File: src/hdl/srtl_pkg.sv
// ----------------------------------------------------------------------------
// srtl_pkg
// Shared types and constants for the sorted region table lookup unit.
// ----------------------------------------------------------------------------
package srtl_pkg;

   localparam int TABLE_DEPTH_DEF = 256;
   localparam int SEGS_PER_ENTRY_DEF = 16;

   localparam logic [1:0] FUNC_ADD_SEG = 2'd0;
   localparam logic [1:0] FUNC_COMMIT  = 2'd1;
   localparam logic [1:0] FUNC_LK_ADDR = 2'd2;
   localparam logic [1:0] FUNC_LK_KEY  = 2'd3;

   localparam logic [2:0] ST_NOTED   = 3'd0;
   localparam logic [2:0] ST_INSERT  = 3'd1;
   localparam logic [2:0] ST_DUP     = 3'd2;
   localparam logic [2:0] ST_FULL    = 3'd3;
   localparam logic [2:0] ST_INVALID = 3'd4;
   localparam logic [2:0] ST_HIT     = 3'd5;
   localparam logic [2:0] ST_MISS    = 3'd6;

   typedef struct packed {
      logic [1:0]  func;
      logic [63:0] address;
      logic [63:0] seg_end;
      logic        is_text;
      logic        file_backed;
      logic [63:0] key;
      logic [31:0] payload;
   } req_type;

   typedef struct packed {
      logic [2:0]  status;
      logic [31:0] payload_out;
      logic [7:0]  index_out;
   } rsp_type;

   // datapath operations issued by the controller
   localparam logic [3:0] OP_NONE      = 4'd0;
   localparam logic [3:0] OP_LOAD      = 4'd1;  // latch request
   localparam logic [3:0] OP_SEG       = 4'd2;  // pending segment update
   localparam logic [3:0] OP_CLR_PEND  = 4'd3;
   localparam logic [3:0] OP_RD_IDX    = 4'd4;  // read entry at idx
   localparam logic [3:0] OP_IDX_INC   = 4'd5;
   localparam logic [3:0] OP_MOVE_RD   = 4'd6;  // read entry/seg idx-1
   localparam logic [3:0] OP_MOVE_WR   = 4'd7;  // write to idx
   localparam logic [3:0] OP_INS_WR    = 4'd8;  // write pending seg sub to idx
   localparam logic [3:0] OP_BS_MID    = 4'd9;
   localparam logic [3:0] OP_BS_UPD    = 4'd10;
   localparam logic [3:0] OP_SEG_RD    = 4'd11;
   localparam logic [3:0] OP_SET_RSP   = 4'd12;
   localparam logic [3:0] OP_INS_DONE  = 4'd13;
   localparam logic [3:0] OP_IDX_DEC   = 4'd14;
   localparam logic [3:0] OP_SUB_INC   = 4'd15;

   typedef struct packed {
      logic [3:0] op;
      logic [2:0] status;   // for OP_SET_RSP
      logic       use_pay;  // response carries entry payload
      logic       sub_clr;
      logic       idx_clr;
      logic       idx_from_cnt;
      logic       idx_from_lo;
   } cmd_type;

   typedef struct packed {
      logic func_add;
      logic func_commit;
      logic func_lk_addr;
      logic pend_bad;
      logic full;
      logic idx_at_cnt;     // idx == entry_count
      logic idx_zero;
      logic key_eq;
      logic start_lt_min;   // start of the entry last read < pend_min
      logic bs_done;
      logic span_hit;
      logic sub_last;       // sub == stored seg count - 1 or beyond
      logic sub_end;        // sub == SEGS_PER_ENTRY - 1
      logic seg_hit;
      logic seg_none;       // entry has no stored segment
   } sts_type;

endpackage

File: src/hdl/srtl_ctrl.sv
// ----------------------------------------------------------------------------
// srtl_ctrl
// Sequencer for segment, commit, address lookup and key lookup requests.
// ----------------------------------------------------------------------------
module srtl_ctrl import srtl_pkg::*; (
   input  logic    clock,
   input  logic    reset,
   input  logic    req_valid,
   output logic    req_ready,
   output logic    rsp_valid,
   input  logic    rsp_ready,
   input  sts_type sts,
   output cmd_type cmd
);

   localparam logic [4:0] S_IDLE    = 5'd0;
   localparam logic [4:0] S_DISP    = 5'd1;
   localparam logic [4:0] S_KRD     = 5'd2;
   localparam logic [4:0] S_KCHK    = 5'd3;
   localparam logic [4:0] S_PRD     = 5'd4;
   localparam logic [4:0] S_PCHK    = 5'd5;
   localparam logic [4:0] S_MRD     = 5'd6;
   localparam logic [4:0] S_MWR     = 5'd7;
   localparam logic [4:0] S_IWR     = 5'd8;
   localparam logic [4:0] S_IDONE   = 5'd9;
   localparam logic [4:0] S_BMID    = 5'd10;
   localparam logic [4:0] S_BUPD    = 5'd11;
   localparam logic [4:0] S_BEND    = 5'd12;
   localparam logic [4:0] S_ERD     = 5'd13;
   localparam logic [4:0] S_ECHK    = 5'd14;
   localparam logic [4:0] S_SRD     = 5'd15;
   localparam logic [4:0] S_SCHK    = 5'd16;
   localparam logic [4:0] S_OUT     = 5'd17;
   localparam logic [4:0] S_ICNT    = 5'd18;
   localparam logic [4:0] S_IRSP    = 5'd19;
   localparam logic [4:0] S_SNOTE   = 5'd20;

   logic [4:0] state_ff, state_in;
   logic       commit_ff, commit_in;  // key scan belongs to a commit

   assign req_ready = (state_ff == S_IDLE);
   assign rsp_valid = (state_ff == S_OUT);

   always_ff @(posedge clock) begin
      if (reset) begin
         state_ff  <= S_IDLE;
         commit_ff <= 1'b0;
      end else begin
         state_ff  <= state_in;
         commit_ff <= commit_in;
      end
   end

   always_comb begin
      state_in  = state_ff;
      commit_in = commit_ff;
      cmd       = '0;
      case (state_ff)
         S_IDLE: begin
            if (req_valid) begin
               cmd.op   = OP_LOAD;
               state_in = S_DISP;
            end
         end
         S_DISP: begin
            if (sts.func_add) begin
               cmd.op = OP_SEG;
               state_in = S_SNOTE;
            end else if (sts.func_commit) begin
               if (sts.pend_bad) begin
                  cmd.op = OP_SET_RSP; cmd.status = ST_INVALID; state_in = S_IDONE;
               end else if (sts.full) begin
                  cmd.op = OP_SET_RSP; cmd.status = ST_FULL; state_in = S_IDONE;
               end else begin
                  cmd.idx_clr = 1'b1; commit_in = 1'b1; state_in = S_KRD;
               end
            end else if (sts.func_lk_addr) begin
               state_in = S_BMID;
            end else begin
               cmd.idx_clr = 1'b1; commit_in = 1'b0; state_in = S_KRD;
            end
         end
         S_SNOTE: begin
            cmd.op = OP_SET_RSP; cmd.status = ST_NOTED; state_in = S_OUT;
         end
         S_KRD: begin
            if (sts.idx_at_cnt) begin
               if (commit_ff) begin
                  cmd.idx_from_cnt = 1'b1; cmd.sub_clr = 1'b1; state_in = S_PRD;
               end else begin
                  cmd.op = OP_SET_RSP; cmd.status = ST_MISS; state_in = S_OUT;
               end
            end else begin
               cmd.op = OP_RD_IDX; state_in = S_KCHK;
            end
         end
         S_KCHK: begin
            if (sts.key_eq) begin
               cmd.op = OP_SET_RSP;
               cmd.status = commit_ff ? ST_DUP : ST_HIT;
               cmd.use_pay = !commit_ff;
               state_in = commit_ff ? S_IDONE : S_OUT;
            end else begin
               cmd.op = OP_IDX_INC; state_in = S_KRD;
            end
         end
         // insert: walk down from the top, moving up every entry whose start
         // is not below the pending start
         S_PRD: begin
            if (sts.idx_zero) begin
               state_in = S_IWR;
            end else begin
               cmd.op = OP_MOVE_RD; state_in = S_PCHK;
            end
         end
         S_PCHK: begin
            if (sts.start_lt_min) begin
               state_in = S_IWR;
            end else begin
               cmd.op = OP_MOVE_WR;
               if (sts.sub_end) begin
                  cmd.sub_clr = 1'b1; state_in = S_BEND;
               end else begin
                  state_in = S_MRD;
               end
            end
         end
         S_MRD: begin
            cmd.op = OP_MOVE_RD; state_in = S_MWR;
         end
         S_MWR: begin
            cmd.op = OP_MOVE_WR;
            if (sts.sub_end) begin
               cmd.sub_clr = 1'b1; state_in = S_BEND;
            end else begin
               state_in = S_MRD;
            end
         end
         S_BEND: begin
            if (commit_ff) begin
               cmd.op = OP_IDX_DEC; state_in = S_PRD;
            end else begin
               cmd.idx_from_lo = 1'b1; state_in = S_ERD;
            end
         end
         S_IWR: begin
            cmd.op = OP_INS_WR;
            if (sts.sub_end) begin
               cmd.sub_clr = 1'b1; state_in = S_ICNT;
            end else begin
               state_in = S_IWR;
            end
         end
         S_ICNT: begin
            cmd.op = OP_INS_DONE; state_in = S_IRSP;
         end
         S_IRSP: begin
            cmd.op = OP_SET_RSP; cmd.status = ST_INSERT; state_in = S_IDONE;
         end
         S_BMID: begin
            if (sts.bs_done) begin
               commit_in = 1'b0; state_in = S_BEND;
            end else begin
               cmd.op = OP_BS_MID; state_in = S_BUPD;
            end
         end
         S_BUPD: begin
            cmd.op = OP_BS_UPD; state_in = S_BMID;
         end
         S_ERD: begin
            if (sts.idx_zero) begin
               cmd.op = OP_SET_RSP; cmd.status = ST_MISS; state_in = S_OUT;
            end else begin
               cmd.op = OP_IDX_DEC; state_in = S_ECHK;
            end
         end
         S_ECHK: begin
            cmd.op = OP_RD_IDX; cmd.sub_clr = 1'b1; state_in = S_SRD;
         end
         S_SRD: begin
            if (!sts.span_hit || sts.seg_none) state_in = S_ERD;
            else begin
               cmd.op = OP_SEG_RD; state_in = S_SCHK;
            end
         end
         S_SCHK: begin
            if (sts.seg_hit) begin
               cmd.op = OP_SET_RSP; cmd.status = ST_HIT; cmd.use_pay = 1'b1;
               state_in = S_OUT;
            end else if (sts.sub_last) begin
               state_in = S_ERD;
            end else begin
               cmd.op = OP_SUB_INC; state_in = S_SRD;
            end
         end
         S_IDONE: begin
            cmd.op = OP_CLR_PEND; state_in = S_OUT;
         end
         S_OUT: begin
            if (rsp_ready) state_in = S_IDLE;
         end
         default: ;
      endcase
   end

endmodule

File: config.mk
export PLATFORM = sky130hd
export DESIGN_NAME = srtl_ctrl
export DESIGN_NICKNAME = d
export VERILOG_FILES = /design/src/hdl/srtl_pkg.sv /design/src/hdl/srtl_ctrl.sv
export SDC_FILE = /design/constraint.sdc
export NUM_CORES = 1
export LEC_CHECK = 0
export BUFFER_PORTS_ARGS = -buffer_cell sky130_fd_sc_hd__buf_2
export CORE_ASPECT_RATIO = 0.8
export CORE_MARGIN = 2
export CORE_UTILIZATION = 50
export DETAILED_ROUTE_END_ITERATION = 10
export PLACE_DENSITY = 0.84
export SETUP_SLACK_MARGIN = 0.2
export SLEW_MARGIN = 20
export SYNTH_ARGS = -nofsm -noshare
export SYNTH_HDL_FRONTEND = slang
export SYNTH_SLANG_ARGS = --single-unit
File: constraint.sdc
create_clock -name clock -period 1.9 [get_ports clock]
set_input_delay 0.38 -clock clock [delete_from_list [all_inputs] [get_ports clock]]
set_output_delay 0.38 -clock clock [all_outputs]
set_load 0.03 [all_outputs]
==> impl_table.tex, run 1 <==
\begin{tabular}{lr}
\hline
Metric & Value \\
\hline
\multicolumn{2}{l}{\textbf{Status}} \\
Status & stopped before the end \\
Halt Stage & global routing \\
Tool error & [ERROR DPL-0038] Utilization greater than 100\%, impossible to legalize \\
\multicolumn{2}{l}{\textbf{Placed design}} \\
Global placement routability congestion & between 1 and 1.5 \\
Estimated wirelength of the detail-placed design & a little under 4 mm \\
Count of port buffers added during placement & 32 \\
\multicolumn{2}{l}{\textbf{Synth}} \\
Post-synthesis area per instance & $\sim$6.6 µm² \\
Simple logic cell fraction of the synthesized area & roughly 47\% \\
Combinational family with the most area after synthesis & simple AND/OR/NAND/NOR gates \\
Register area share after synthesis & under 10\% \\
Number of instances in the synthesized netlist & between 150 and 200 \\
Post-synthesis instance area & $\sim$0.0012 mm² \\
Net count of the mapped netlist & around 200 \\
Number of synthesized register bits & 6 \\
FFs w/ async S/R, synth & 0\% \\
Count of different cell masters after synthesis & 52 \\
Mux contribution to synthesized area & less than 1\% \\
Synthesis warning total & 0 \\
Area share of fa/ha/maj cells after synthesis & 0\% \\
Main synth FF type & dfxtp\_1 \\
Fraction of the mapped netlist area in compound gates & a little under a third \\
Xor/xnor share of the synthesized area & 0\% \\
Number of enable-type register cells in the synthesized netlist & 0 \\
\multicolumn{2}{l}{\textbf{GRT}} \\
Pin count of the biggest net entering global routing & 13 \\
\multicolumn{2}{l}{\textbf{Clock tree}} \\
Buffers from clock root to sink, at most & 2 \\
CTS H-Tree Depth & 1 \\
Number of buffers inserted by hold repair at cts & 0 \\
Clock Tree Root & clkbuf\_4 \\
Clock buffers created by TritonCTS & 3 \\
Clock sinks & 6 \\
\multicolumn{2}{l}{\textbf{STA}} \\
Grt repair worst endpoint & cmd[10] \\
Type of pin the worst path ends at & top-level output \\
\multicolumn{2}{l}{\textbf{Floorplan}} \\
Starting density of the core & roughly 54\% \\
Width of the chip & between 50 and 60 µm \\
Total I/O pin count & 33 \\
Height of the die & about 48 µm \\
Row count & 15 \\
\hline
\end{tabular}
==> cells in the mapped netlist, types with 2 or more instances <==
library cell	n	share of area, %
nand2b_1	4	2.1
nor3_1	7	2.9
o21ai_1	2	0.82
a21o_1	2	1.2
o31a_1	2	1.4
nor3b_1	4	2.5
o22ai_1	2	1.0
nand3_1	21	8.6
and3_1	5	2.6
nand3b_1	3	1.9
a311oi_1	2	1.4
buf_6	2	1.9
o21ai_0	11	4.5
buf_4	8	4.9
nand4_1	3	1.5
a21oi_1	8	3.3
nor2b_1	8	4.1
buf_2	3	1.2
nor3_2	2	1.6
or3_1	2	1.0
inv_1	9	2.8
a31oi_1	4	2.1
nand2_1	14	4.3
o2111ai_1	3	2.2
nor2_1	15	4.6
dfxtp_1	6	9.9
a211oi_1	4	2.5
nor4_1	3	1.5
a32oi_1	2	1.4
==> stage by stage <==
stage / setup WS (ns) / hold WS (ns) / instances / area [µm²] / setup TNS, ns
floorplan: -0.0296 / 0.445 / 184 / 1320 / -0.0296
global placement: -0.108 / 0.571 / 263 / 1660 / -0.388
detailed placement: -0.124 / 0.579 / 263 / 1660 / -0.549
CTS: -0.193 / 0.376 / 292 / 2160 / -1.27
==> cell families after synthesis <==
family | after synthesis
AOI/OAI and AO/OA | 54
buffers and inverters | 22
DFF | 6
muxes | 1
and+or+nand+nor | 101
==> repair_timing <==
item                       CTS
setup buffers               26
setup endpoints to repair   18
pin swaps                   17
resized for setup           78
==> inputs of run 2 (changes only) <==
--- a/config.mk
+++ b/config.mk
@@ -6,12 +6,10 @@
 export NUM_CORES = 1
 export LEC_CHECK = 0
 export BUFFER_PORTS_ARGS = -buffer_cell sky130_fd_sc_hd__buf_2
-export CORE_ASPECT_RATIO = 0.8
-export CORE_MARGIN = 2
-export CORE_UTILIZATION = 50
+export CORE_AREA = 2 2 63 65
 export DETAILED_ROUTE_END_ITERATION = 10
-export PLACE_DENSITY = 0.84
-export SETUP_SLACK_MARGIN = 0.2
+export DIE_AREA = 0 0 65 67
+export PLACE_DENSITY_LB_ADDON = 0.15
 export SLEW_MARGIN = 20
 export SYNTH_ARGS = -nofsm -noshare
 export SYNTH_HDL_FRONTEND = slang
==> run 2 against run 1 <==
Compared with the run above:
- synthesized cell count stayed put
- area after synthesis did not move
- the flow now finishes, with violations (negative setup slack)
==> impl_table.tex, run 2 <==
\begin{tabular}{lr}
\hline
Metric & Value \\
\hline
\multicolumn{2}{l}{\textbf{Synth}} \\
Biggest area consumer among synthesized cells & dfxtp\_1 \\
Count of different cell masters after synthesis & 52 (unchanged) \\
Synthesis warning total & 0 (unchanged) \\
Most frequent cells after synthesis & nand3\_1 (21), nor2\_1 (15), nand2\_1 (14), o21ai\_0 (11), inv\_1 (9) \\
Fraction of post-synthesis cell area in the top cell type by area & 9.88\% (unchanged) \\
Post-synthesis area per instance & 6.61 µm² (unchanged) \\
FFs w/ async S/R, synth & 0\% (unchanged) \\
Number of synthesized register bits & 6 (unchanged) \\
Most frequently used cell type in the post-synthesis netlist & nand3\_1 \\
Register area share after synthesis & 9.88\% (unchanged) \\
Synth top area cells & dfxtp\_1 (9.9\%), nand3\_1 (8.6\%), buf\_4 (4.9\%), nor2\_1 (4.6\%), o21ai\_0 (4.5\%) \\
Net count of the mapped netlist & 203 (unchanged) \\
Post-synthesis instance area & 0.00122 mm² (unchanged) \\
Main synth FF type & dfxtp\_1 \\
Number of instances in the synthesized netlist & 184 (unchanged) \\
Number of enable-type register cells in the synthesized netlist & 0 (unchanged) \\
\multicolumn{2}{l}{\textbf{Finish}} \\
Number of fill cells in the layout & around 330 \\
Commonest non-fill, non-tap cell in the layout & buf\_4 \\
Register ranked first by flip-flop count & state\_ff \\
Post-layout net count & slightly below 300 \\
Synth-to-Final Area Change & 83.4\% \\
Flip-flop count of the largest register, all copies and words added & 5 \\
Share of post-route cells with drive strength above 1 & roughly 55\% \\
Number of diodes added for antenna fixing & 0 \\
Top library cells by usage in the layout, fill and taps aside & buf\_4 (57), buf\_6 (21), buf\_2 (20) \\
Top Registers & state\_ff: 5 flops, commit\_ff: 1 flops \\
\multicolumn{2}{l}{\textbf{Min path}} \\
Cell depth of the worst hold path & 2 \\
Hold path startpoint & reset \\
Worst-case hold path end point & state\_ff[1] \\
Worst min-delay path class & in -> reg \\
\multicolumn{2}{l}{\textbf{Clock tree}} \\
CTS tree & done \\
Clock buffers created by TritonCTS & 3 (unchanged) \\
Number of buffers inserted by hold repair at cts & 0 (unchanged) \\
Clock sinks & 6 (unchanged) \\
Clock Tree Root & clkbuf\_8 \\
Clk Latency, worst-skew pair & between 0.2 and 0.25 ns \\
Buffers from clock root to sink, at most & 2 (unchanged) \\
Clock slew at reported path FFs & approximately 0.04 ns \\
CTS H-Tree Depth & 1 (unchanged) \\
\multicolumn{2}{l}{\textbf{STA}} \\
Worst relative slew slack & 74.0\% \\
Worst-margin pin slew & about 0.38 ns \\
Clock Skews & roughly 0.0037 ns \\
Number of setup violations in the final report & 13 \\
Final hold violation count & 0 \\
Max-slew violation total from the final report & 0 \\
Worst Slack Setup Final & -0.163 ns \\
Share of the clock period used by the worst path after layout & 109\% \\
Final period demand of the worst path & between 2 and 2.5 ns \\
Setup TNS after final layout & -1.14 ns \\
Highest Clock Rate & 485 MHz \\
Setup repair after global routing missed its margin & true \\
\multicolumn{2}{l}{\textbf{Power and ir drop}} \\
Sequential cell fraction of total power & 10.0\% \\
Switching Fraction & 47.6\% \\
Peak supply drop & 0.000956 V \\
Total leakage power & a little under 0.001 µW \\
Combinational cell fraction of total power & a little over four fifths \\
Power consumption & 3110 µW \\
Internal power consumption & 1630 µW \\
Power dissipated by switching net loads & $\sim$1500 µW \\
Clock power share & under 10\% \\
Total power per unit cell area & roughly 1400 mW/mm² \\
\multicolumn{2}{l}{\textbf{Placed design}} \\
Estimated wirelength of the detail-placed design & 3.94 mm (about the same) \\
Count of port buffers added during placement & 32 (unchanged) \\
Global placement routability congestion & 0.955 (-11\%) \\
Setup WS pre-CTS & -0.169 ns (-0.0444 ns) \\
\multicolumn{2}{l}{\textbf{Status}} \\
Status & complete, but fails checks \\
Violated checks & negative setup slack \\
\multicolumn{2}{l}{\textbf{Route}} \\
Wire length on met3 & $\sim$330 µm \\
Detailed-route wire length per cell & 16.6 µm \\
Residual antenna-violating net count after detailed routing & 0 \\
DRT met1 WL & 2.25 mm \\
First DRT Iteration DRCs & between 70 and 80 \\
Routed wire length on met2 & between 2 and 3 mm \\
Total number of vias & between 1500 and 2000 \\
Length of the first detailed-routing pass in iterations & 4 \\
Highest routing layer actually used & met4 \\
Drt total wl & between 5 and 6 mm \\
Per-cell via count in the routed design & 5.63 \\
Post-route DRC violation count & 0 \\
\multicolumn{2}{l}{\textbf{Worst setup path}} \\
CP Data Arrival Time & 1.68 ns \\
Type of the worst setup path & reg -> out \\
Setup crit end kind & primary output \\
Startpoint of the worst-slack reg-to-reg timing path & state\_ff[0] \\
Slowest cell on the critical path & dfxtp\_4 \\
Setup slack of the worst register-to-register path & -0.06 ns \\
Cells traversed along the worst timing path & and2b\_1, and3\_4, nor3\_4, a21boi\_2, nand3b\_1, buf\_6 \\
Highest cell delay on the worst timing path & roughly 0.38 ns \\
Delay-heaviest family, CP & simple AND/OR/NAND/NOR gates \\
Data required, critical path & about 1.5 ns \\
Largest fanout of any net on the critical path & 6 \\
Worst reg-to-reg path cell count & 9 \\
Nature of the critical path startpoint & register \\
End of the worst register-to-register path & state\_ff[2] \\
Crit path buffers/inverters & 1 \\
\multicolumn{2}{l}{\textbf{Floorplan}} \\
Row count & 22 (+7) \\
Total I/O pin count & 33 (unchanged) \\
Height of the die & 67 µm (+39\%) \\
Area inside the core boundary & approximately 0.0036 mm² \\
Starting density of the core & 33.7\% (-21 points) \\
Die footprint & approximately 0.0044 mm² \\
Width of the chip & 65 µm (+9.9\%) \\
\multicolumn{2}{l}{\textbf{GRT}} \\
GR Overflow Total & 0 \\
First-pass GRT wire length & 7.96 mm \\
Pin count of the biggest net entering global routing & 13 \\
Total global-route track usage & about a quarter \\
Number of global-route vias before repair & about 1700 \\
Number of antenna violations at the first check in global routing & 0 \\
\multicolumn{2}{l}{\textbf{Flow run}} \\
Max-cap violations & 0 \\
\hline
\end{tabular}
==> run 2: cell counts after synthesis <==
Identical to the previous run, type by type.
==> run 2: worst max path at each step <==
| stage | startpoint | endpoint | cells past startpoint |
|---|---|---|---|
| floorplan | state_ff[0] | cmd[5] | 5 |
| global placement | state_ff[3] | cmd[10] | 7 |
| detailed placement | state_ff[3] | cmd[10] | 7 |
| CTS | state_ff[4] | cmd[6] | 6 |
| global route | state_ff[2] | cmd[5] | 5 |
| finish | state_ff[1] | cmd[10] | 6 |
==> run 2: area by class of cell <==
class / count / area [µm²] / area share (%)
well taps: 48 / 60.1 / 2.69
multi-input cells: 156 / 1180 / 52.8
repair buffers: 99 / 779 / 34.9
inverters: 9 / 33.8 / 1.51
flip-flops and latches: 6 / 139 / 6.23
clock buffers: 3 / 41.3 / 1.85
==> run 2: repair_timing <==
action                     in CTS  in global routing
pin swaps                       8                 17
buffers inserted                3                  8
resized for setup              57                 36
setup endpoints to repair      17                 16
hold endpoints to repair        0                  0
==> run 2: power by group through the flow <==
stage          logic [µW]  clock network (µW)  registers, µW
6_report             2610                 189            312
5_1_grt              2760                 202            319
4_1_cts              2320                 195            301
3_3_place_gp         2010                   0            272
3_5_place_dp         2000                   0            268
2_1_floorplan        1270                   0            198
==> run 2: kinds of logic after synthesis <==
kind of cell           Yosys count  share of synthesized area (%)
multiplexers                     1                          0.926
AO/OA/AOI/OAI                   54                           31.1
flip-flops                       6                           9.88
AND/OR/NAND/NOR                101                           47.3
buffers and inverters           22                           10.8
==> run 2: metal layers <==
layer  track usage (%)  up-vias
met5                 0        -
met4              10.4        0
met1              31.4      840
met3              1.01       14
li1                  -      877
met2              41.4       76
==> run 2: per-stage QoR <==
stage	hold WS, ns	cells	util (%)	cell area [µm²]
after floorplan	0.449	184	-	1220
after global placement	0.631	308	49.2	1780
after detailed placement	0.620	308	49.2	1780
after CTS	0.399	313	56.8	2050
after global routing	0.413	321	61.9	2230
final	0.401	321	61.9	2230
No activity file was read; power rests on OpenSTA's default activity.
==> inputs of run 3 (changes only) <==
--- a/config.mk
+++ b/config.mk
@@ -6,10 +6,10 @@
 export NUM_CORES = 1
 export LEC_CHECK = 0
 export BUFFER_PORTS_ARGS = -buffer_cell sky130_fd_sc_hd__buf_2
-export CORE_AREA = 2 2 63 65
+export CORE_MARGIN = 2
+export CORE_UTILIZATION = 30
 export DETAILED_ROUTE_END_ITERATION = 10
-export DIE_AREA = 0 0 65 67
-export PLACE_DENSITY_LB_ADDON = 0.15
+export PLACE_DENSITY_LB_ADDON = 0.05
 export SLEW_MARGIN = 20
 export SYNTH_ARGS = -nofsm -noshare
 export SYNTH_HDL_FRONTEND = slang
==> run 3 against run 2 <==
Compared with the run above:
- the run still ends with negative setup slack left
- worst setup slack got worse by 0.054 ns
- via count increased by 7.7%
- cell area increased by 9.8%
- clock power increased by 4%
- first-iteration DRC count increased by 51%
- highest routed layer unchanged
- core utilization increased by 0.27 points
==> impl_table.tex, run 3 (synthesized netlist as in run 2, its figures left out) <==
\begin{tabular}{lr}
\hline
Metric & Value \\
\hline
\multicolumn{2}{l}{\textbf{Finish}} \\
Register ranked first by flip-flop count & state\_ff \\
Flip-flop count of the largest register, all copies and words added & 5 (unchanged) \\
Commonest non-fill, non-tap cell in the layout & buf\_4 \\
Utilization after layout & 62.1\% (+0.27 points) \\
Top Registers & state\_ff: 5 flops, commit\_ff: 1 flops \\
Number of diodes added for antenna fixing & 0 (unchanged) \\
Synth-to-Final Area Change & 101\% \\
Top library cells by usage in the layout, fill and taps aside & buf\_4 (71), buf\_6 (22), buf\_2 (18) \\
Post-layout net count & 310 (+5.4\%) \\
Share of post-route cells with drive strength above 1 & 60.2\% (+5.3 points) \\
\multicolumn{2}{l}{\textbf{Worst setup path}} \\
Setup crit end kind & primary output \\
Largest fanout of any net on the critical path & 6 (unchanged) \\
Nature of the critical path startpoint & register \\
CP Data Arrival Time & 1.74 ns (+0.06 ns) \\
Setup slack of the worst register-to-register path & 0.01 ns (+0.07 ns) \\
Type of the worst setup path & reg -> out \\
Data required, critical path & 1.52 ns (about the same) \\
\multicolumn{2}{l}{\textbf{Placed design}} \\
Estimated wirelength of the detail-placed design & 4.43 mm (+13\%) \\
Setup WS pre-CTS & -0.200 ns (-0.0309 ns) \\
Count of port buffers added during placement & 32 (unchanged) \\
Global placement routability congestion & 0.922 (-3.5\%) \\
\multicolumn{2}{l}{\textbf{STA}} \\
Setup repair after global routing missed its margin & true \\
Worst Slack Setup Final & -0.217 ns (-0.0543 ns) \\
Hold Worst Slack & 0.436 ns (+0.0351 ns) \\
Final period demand of the worst path & 2.12 ns (+0.0543 ns) \\
Clock Skews & 0.00157 ns (-0.00210 ns) \\
Number of setup violations in the final report & 11 (-2) \\
Highest Clock Rate & 472 MHz (-2.6\%) \\
Max-slew violation total from the final report & 0 (unchanged) \\
Worst relative slew slack & 68.9\% (-5.1 points) \\
Worst-margin pin slew & 0.461 ns (+0.0809 ns) \\
Setup TNS after final layout & -1.22 ns (-0.0846 ns) \\
Final hold violation count & 0 (unchanged) \\
Share of the clock period used by the worst path after layout & 111\% (+2.9 points) \\
\multicolumn{2}{l}{\textbf{Route}} \\
Total number of vias & 1946 (+7.7\%) \\
Drt total wl & 6.20 mm (+16\%) \\
Residual antenna-violating net count after detailed routing & 0 (unchanged) \\
Per-cell via count in the routed design & 5.74 (+2.0\%) \\
Post-route DRC violation count & 0 (unchanged) \\
Detailed-route wire length per cell & 18.3 µm (+10\%) \\
Length of the first detailed-routing pass in iterations & 4 (unchanged) \\
First DRT Iteration DRCs & 118 (+51\%) \\
\multicolumn{2}{l}{\textbf{Power and ir drop}} \\
Total power per unit cell area & 1410 mW/mm² (+1.2\%) \\
Total leakage power & 0.00108 µW (+9.4\%) \\
Power consumption & 3460 µW (+11\%) \\
Peak supply drop & 0.000779 V (-19\%) \\
\multicolumn{2}{l}{\textbf{GRT}} \\
Pin count of the biggest net entering global routing & 16 (+3) \\
GR Overflow Total & 0 (unchanged) \\
Total global-route track usage & 26.6\% (+2.5 points) \\
First-pass GRT wire length & 9.12 mm (+15\%) \\
Number of antenna violations at the first check in global routing & 0 (unchanged) \\
Number of global-route vias before repair & 1906 (+13\%) \\
\multicolumn{2}{l}{\textbf{Floorplan}} \\
Total I/O pin count & 33 (unchanged) \\
Height of the die & 67.7 µm (+1.0\%) \\
Starting density of the core & 30.8\% (-2.9 points) \\
Die footprint & 0.00458 mm² (+5.1\%) \\
Area inside the core boundary & 0.00394 mm² (+9.3\%) \\
Width of the chip & 67.7 µm (+4.1\%) \\
Row count & 23 (+4.5\%) \\
\multicolumn{2}{l}{\textbf{Clock tree}} \\
Clock buffers created by TritonCTS & 3 (unchanged) \\
Buffers from clock root to sink, at most & 2 (unchanged) \\
Clock Tree Root & clkbuf\_8 \\
CTS tree & done \\
Clock sinks & 6 (unchanged) \\
CTS H-Tree Depth & 1 (unchanged) \\
Clock slew at reported path FFs & 0.04 ns (about the same) \\
Number of buffers inserted by hold repair at cts & 0 (unchanged) \\
Clk Latency, worst-skew pair & 0.23 ns (about the same) \\
\multicolumn{2}{l}{\textbf{Status}} \\
Violated checks & negative setup slack \\
Status & complete, but fails checks \\
\multicolumn{2}{l}{\textbf{Flow run}} \\
Max-cap violations & 0 (unchanged) \\
\multicolumn{2}{l}{\textbf{Min path}} \\
Worst min-delay path class & in -> reg \\
\hline
\end{tabular}
==> run 3: stage by stage <==
stage               cells  instance area (µm²)
global placement      318                 1840
floorplan             184                 1220
finish                339                 2450
detailed placement    318                 1840
global route          339                 2450
CTS                   330                 2180
==> run 3: per-layer routing <==
metal / up-vias / part of all wire (%) / wire length, µm / global-route usage [%]
li1: 911 / - / - / -
met1: 918 / 40 / 2500 / 31.5
met2: 94 / 49 / 3070 / 46.7
met3: 23 / 6.2 / 385 / 3.83
met4: 0 / 4.0 / 249 / 12.2
met5: - / 0 / 0 / 0
==> run 3: area by class of cell <==
class                           instances  area, µm²
Fill cell                             327       1490
Multi-Input combinational cell        156       1250
Tap cell                               50       62.6
Sequential cell                         6        139
Inverter                                9       33.8
Clock buffer                            3       41.3
Timing Repair Buffer                  115        926
==> run 3: repair_timing <==
action                                  CTS  global route
buffers inserted                          9             9
resized for setup                        65            47
pin swaps                                13            17
endpoints found under the setup margin   18            18
==> run 3: report_power, final <==
part	switching (µW)	internal, µW	total [µW]
registers	95.5	190	285
logic	1480	1500	2980
clock network	59.4	136	196
total	1640	1820	3460
==> run 3: final timing paths <==
path                                  start           to  cells after the start
worst max register to register  state_ff[1]  state_ff[0]                      7
worst min-delay path                  reset  state_ff[1]                      2
worst max-delay path            state_ff[2]      cmd[10]                      7
worst min register to register    commit_ff    commit_ff                      2
==> run 3: critical path, stage by stage (launching register included) <==
cell      delay (ns)
dfxtp_4         0.37
buf_6           0.12
and2b_1         0.16
and3_4          0.20
nor3_4          0.19
a21boi_2        0.20
nand3b_1        0.11
buf_6           0.16
